File: src/sv/spc_pkg.sv
// Shared constants and types for the set partition counter.
package spc_pkg;

    localparam int MAX_SET_SIZE = 32;
    localparam int MAX_PARTS    = 32;

    localparam int FIELD_W = 6;
    localparam int VAL_W   = 64;
    localparam int NCELLS  = MAX_PARTS + 1;
    localparam int COL_W   = $clog2(NCELLS);
    localparam int ROW_W   = $clog2(MAX_SET_SIZE + 1);
    localparam int PROD_W  = VAL_W + COL_W;

    // Per-cycle command broadcast to every cell of the row
    typedef struct packed {
        logic load;   // start a new table: column 0 holds 1, the rest 0
        logic step;   // advance the whole row by one table row
    } t_cell_ctl;

endpackage

File: src/sv/spc_cell.sv
// One column cell of the row: holds S(i,j) and its saturation flag.
module spc_cell
    import spc_pkg::*;
(
    input  logic             i_clk,
    input  logic             i_rst_n,
    input  t_cell_ctl        i_ctl,
    input  logic [COL_W-1:0] i_col,
    input  logic [VAL_W-1:0] i_left_val,
    input  logic             i_left_sat,
    output logic [VAL_W-1:0] o_val,
    output logic             o_sat
);

    logic [VAL_W-1:0]  r_val;
    logic              r_sat;
    logic [PROD_W-1:0] w_prod;
    logic [VAL_W:0]    w_sum;
    logic              w_mul_ovf;
    logic              w_add_ovf;
    logic              n_sat;
    logic [VAL_W-1:0]  n_val;

    // S(i,j) = S(i-1,j-1) + j*S(i-1,j); the column number is a tied constant
    assign w_prod    = {{COL_W{1'b0}}, r_val} * {{VAL_W{1'b0}}, i_col};
    assign w_mul_ovf = |w_prod[PROD_W-1:VAL_W];
    assign w_sum     = {1'b0, i_left_val} + {1'b0, w_prod[VAL_W-1:0]};
    assign w_add_ovf = w_sum[VAL_W];

    always_comb begin
        n_sat = r_sat || i_left_sat || w_mul_ovf || w_add_ovf;
        n_val = n_sat ? {VAL_W{1'b1}} : w_sum[VAL_W-1:0];
    end

    always_ff @(posedge i_clk) begin
        if (!i_rst_n) begin
            r_sat <= 1'b0;
        end else if (i_ctl.load) begin
            r_sat <= 1'b0;
        end else if (i_ctl.step) begin
            r_sat <= n_sat;
        end
    end

    always_ff @(posedge i_clk) begin
        if (i_ctl.load) begin
            r_val <= (i_col == '0) ? VAL_W'(1) : '0;
        end else if (i_ctl.step) begin
            r_val <= n_val;
        end
    end

    assign o_val = r_val;
    assign o_sat = r_sat;

endmodule

File: config.mk
export PLATFORM = sky130hd
export DESIGN_NAME = spc_cell
export DESIGN_NICKNAME = d
export VERILOG_FILES = /design/src/sv/spc_pkg.sv /design/src/sv/spc_cell.sv
export SDC_FILE = /design/constraint.sdc
export NUM_CORES = 1
export LEC_CHECK = 0
export BUFFER_PORTS_ARGS = -buffer_cell sky130_fd_sc_hd__buf_2
export CAP_MARGIN = 15
export CORE_MARGIN = 4
export CORE_UTILIZATION = 35
export CTS_CLUSTER_SIZE = 8
export DETAILED_ROUTE_END_ITERATION = 8
export PLACE_DENSITY = 0.56
export SLEW_MARGIN = 20
export SYNTH_ARGS = -nofsm -noshare
export SYNTH_HDL_FRONTEND = slang
export SYNTH_SLANG_ARGS = --single-unit
File: constraint.sdc
create_clock -name i_clk -period 6.29 [get_ports i_clk]
set_input_delay 0 -clock i_clk [delete_from_list [all_inputs] [get_ports i_clk]]
set_output_delay 0 -clock i_clk [all_outputs]
set_load 0.1 [all_outputs]
* After elaboration in Yosys (flattened, before gate mapping) *
Cells that the tools add are included.

word-level totals
  output and inout bits = 65
  word-level logic and storage cells = 16
  input port bits = 75
  bits in registers = 65

operators by class
  mux-type cells = 4
  bitwise logic cells = 1
  add/subtract/negate cells = 1
  multiply operators = 1
  reductions and logical operators = 7

operators by type and width
  kind                number
  $mux W64            3
  $mul A64 B6 Y70     1
  $add A64 B64 Y65    1
  $logic_not A6 Y1    1
  $reduce_or A6 Y1    1
  $logic_or A1 B1 Y1  3
  $reduce_bool A2 Y1  1
  $reduce_or A2 Y1    1
  $mux W1             1
  $not A1 Y1          1

* Logic depth before layout (Yosys ltp) *
  word-level depth = 7
  mapped depth = 33
  gate-level depth less buffers = 29

* Worst setup path after synthesis *
Ideal clock, no wire load.

  kind = flip-flop to flip-flop
  from = reg r_val[15] (netlist: o_val[15])
  to = reg r_val[62] (netlist: o_val[62]) (data pin)
  data required time = 6.011 ns
  path buffers = 2
  setup time = 0.279 ns
  arrival time = 7.199 ns
  path slack = -1.188 ns
  clock period less this slack = 7.478 ns
  stages on the path, launching flop included = 30
  cells stage by stage = edfxtp_1 > and2_1 > fa_1 > fa_1 > inv_1 > fa_1 > inv_1 > ha_1 > clkbuf_1 > nand4_1 > a2111oi_0 > o21ai_0 > nand3_1 > nand2_1 > o21a_1 > o21ai_0 > a21boi_0 > xnor2_1 > ha_1 > clkbuf_1 > a21o_1 > a21o_1 > a21oi_1 > nand2_1 > o31ai_1 > o21ai_1 > a211oi_1 > o21ai_0 > xnor2_1 > a21oi_2

on the way
  cells in the longest elaborated chain, start to end = 7
  elaborated cells on any way between the ends = 8
  classes of those cells = add/sub: 1; mul: 1; mux: 3; reduce/logical: 3

ends and longest elaborated chain
  what                                                                      line            source
  from (decl)                                                               spc_cell.sv:15  logic [VAL_W-1:0] r_val;
  from (signal assigned)                                                    spc_cell.sv:47  r_val <= (i_col == '0) ? VAL_W'(1) : '0;
  from (signal assigned)                                                    spc_cell.sv:49  r_val <= n_val;
  $mul A64 B6 Y70 *                                                         spc_cell.sv:25  assign w_prod = {{COL_W{1'b0}}, r_val} * {{VAL_W{1'b0}}, i_col};
  parallel branches: the longest is 3 deep, another holds $add A64 B64 Y65  --
  $mux W64 *                                                                spc_cell.sv:32  n_val = n_sat ? {VAL_W{1'b1}} : w_sum[VAL_W-1:0];
  $mux W64 *                                                                spc_cell.sv:48  end else if (i_ctl.step) begin
  $mux W64 *                                                                spc_cell.sv:46  if (i_ctl.load) begin

Mark *: on every way between the ends. The select of a mux whose other input is x is not followed.
A chain may end at the register's enable or synchronous reset.

* Final worst setup path *
  from = reg r_val[28] (netlist: o_val[28])
  to = reg r_val[13] (netlist: o_val[13]) (data pin)

on the way
  cells in the longest elaborated chain, start to end = 7
  elaborated cells on any way between the ends = 8
  classes of those cells = add/sub: 1; mul: 1; mux: 3; reduce/logical: 3

ends and longest elaborated chain
  what                                                                      line            source
  $mul A64 B6 Y70 *                                                         spc_cell.sv:25
  parallel branches: the longest is 2 deep, another holds $add A64 B64 Y65  --
  $logic_or A1 B1 Y1 *                                                      spc_cell.sv:31  n_sat = r_sat || i_left_sat || w_mul_ovf || w_add_ovf;
  $mux W64 *                                                                spc_cell.sv:32
  $mux W64 *                                                                spc_cell.sv:48
  $mux W64 *                                                                spc_cell.sv:46

Marks and branches as above.

==> metrics.md <==
| Metric | Value |
|---|---|
| Status | `finished, violations left` |
| Failing checks | `setup timing` |
| Worst Setup Slack, final | `-892 ps` |
| Nets | `3529` |
| Finished Cell Area | `27200 um^2` |
| Data arrival, critical path | `7270 ps` |
| CTS Root Cell | `clkbuf_16` |
| Antenna Cells | `0` |
| H-tree levels | `3` |
| CP endpoint kind | `register` |
| Num CTS Buffers | `9` |
| Setup CP Type | `register to register` |
| Clock skew | `21.1 ps` |
| Synthesized area per cell | `8.15 um^2` |
| Fin crit period | `7180 ps` |
| CP max FO | `8` |
| Clk slew on worst S/H paths | `70 ps` |
| Number of port buffers | `139` |
| Worst slack, placed | `-1120 ps` |
| Total Die Area | `58300 um^2` |
| Tightest Pin Transition | `971 ps` |
| Final ANT Viol Nets | `0` |
| Met3 Usage GRT | `0.0263` |
| Fraction of layout cells with a size suffix above 1 | `0.365` |
| Startpoint types | `register` |
| Worst skew pair latency | `370 ps` |
| List of most frequent post-synthesis cells | `inv_1 (320), and2_1 (273), fa_1 (250)` |
| Synth Register Bits | `65` |
| Async SR Flop Fraction | `0` |
| Syn Inst Count | `2342` |
| Area leader, netlist | `fa_1` |
| Final setup viols | `65` |
| Routed WL per cell | `18.0 um` |
| Required time worst endpoint | `6370 ps` |
| Detailed Place HPWL | `56000 um` |
| Met2 global-route usage | `0.355` |
| CP dominant cell by count | `fa_1` |
| CP max stage cell | `fa_1` |
| Gpl congestion | `0.958` |
| Peak Freq | `139 MHz` |
| Drt via density | `5.14` |
| CTS tree | `built` |
| First-pass GRT wire length | `107000 um` |
| Most common cell in the netlist | `inv_1` |
| Max-slew headroom | `0.353` |
| Max-cap viol count | `0` |
| Post-synth top area share | `0.262` |
| Initial DRC count | `1455` |
| All-Layer GR Usage | `0.229` |
| Top_reg_cell synth | `edfxtp_1` |
| Initial Util | `0.354` |
| Vias in the first global route | `20100` |
| Post-synthesis sequential area ratio | `0.102` |
| Cell row count | `85` |
| Via Count | `19300` |
| Grt peak-use layer | `met2` |
| Slew Viols, Final | `0` |
| Tcrit/Tclk final | `1.14` |
| TNS Setup | `-52620 ps` |
| CTS Buffer Depth | `2` |
| Post-DP Area | `25000 um^2` |
| Post-Route WL | `67500 um` |
| Hold Vio Cnt, Final | `0` |
| CTS Sinks | `65` |
| Unrepaired setup endpoints after global routing | `yes` |
| I/O pins | `140` |
| Layout area overhead | `42.7%` |
| Max stage delay on crit path | `550 ps` |
| Aggregate global routing overflow | `0` |
| DR DRC count | `0` |
| Synth unique cells | `67` |
| Die width | `241 um` |
| Initial DRT Pass Iterations | `5` |
| DIE HEIGHT | `241 um` |
| Post-synth EDFFs | `64` |
| Cell Area, Synth | `19100 um^2` |
| Initial antenna violation count | `2` |
| Largest net degree at the start of global routing | `65` |
| Met1 usage | `0.346` |
| Hold Worst Slack | `46.1 ps` |
| Hold Crit Class | `input port to register` |
| Dominant cells by area after synthesis | `fa_1 (26%), edfxtp_1 (10%), ha_1 (9.4%)` |
| Syn Nets | `2810` |
| Core area | `53900 um^2` |
| Synthesis Warnings | `0` |
==> critical path, delay by kind of cell, from the launching register on <==
kind | cells | cell delay, ps
flops | 1 | 520
fa+ha+maj | 5 | 2100
xor+xnor | 1 | 260
compound gates | 15 | 2720
buf+inv | 6 | 750
simple gates | 3 | 530
==> area by class of cell <==
cell class | count | area (um^2)
clock buffer | 11 | 233
clock inverter | 5 | 55.1
fill | 5035 | 26700
inverter | 320 | 1200
multi-input combinational | 1835 | 16700
sequential | 65 | 1940
tap | 696 | 871
timing repair buffer | 830 | 6200
==> metal layers <==
metal  vias to the layer above  part of all wire
li1                       9207                 -
met1                      9576              0.48
met2                       468              0.44
met3                        71             0.053
met4                         4             0.018
met5                         -           0.00021
==> cells in the final DEF (no fill, tap or decap), drive strengths merged, types with 7 or more instances in the layout <==
cell type / count
o21a: 15
clkbuf: 14
nand4: 47
and3: 11
xor2: 52
o21bai: 24
nand3: 34
nand2: 243
nor2b: 13
nor2: 85
buf: 826
a31oi: 17
fa: 250
and2: 273
a211oi: 21
edfxtp: 64
o211ai: 15
inv: 321
xnor2: 64
or3: 9
a21boi: 11
nor4: 8
o21ai: 96
a21oi: 236
nor3: 26
o31ai: 7
a21o: 54
o2111ai: 8
ha: 143
==> logic make-up after synthesis <==
kind of cell / synth area share
fa+ha+maj: 0.356
mux: 0.00105
simple gates: 0.208
flops: 0.102
compound gates: 0.187
xor+xnor: 0.0533
buf+inv: 0.0920
==> timing repair <==
action | CTS | global route
setup endpoints to repair | 65 | 65
resized for setup | 141 | 113
hold buffers | 1 | 0
setup buffers | 53 | 23
pin swaps | 41 | 91
cloned | 4 | 3
endpoints found under the hold margin | 1 | 0
==> per-stage QoR <==
stage | std cells | utilization
floorplan | 2342 | -
global placement | 3667 | 0.464
detailed placement | 3667 | 0.464
CTS | 3740 | 0.491
global route | 3762 | 0.505
finish | 3762 | 0.505
==> sequential cells by signal, summed over array words and instances (netlist names) <==
register and cells:
o_val 64, o_sat 1
==> path summary, 6_finish.rpt <==
path         slack [ps]        end  startpoint  depth (start not counted)
min                  50      o_sat     i_rst_n                          4
max reg2reg        -890  o_val[13]   o_val[28]                         30
min reg2reg         720      o_sat       o_sat                          2
max                -890  o_val[13]   o_val[28]                         30
Power is left out: the tool's default activity adds up to more than one toggle a clock period on the data nets, which glitch-free logic cannot reach.
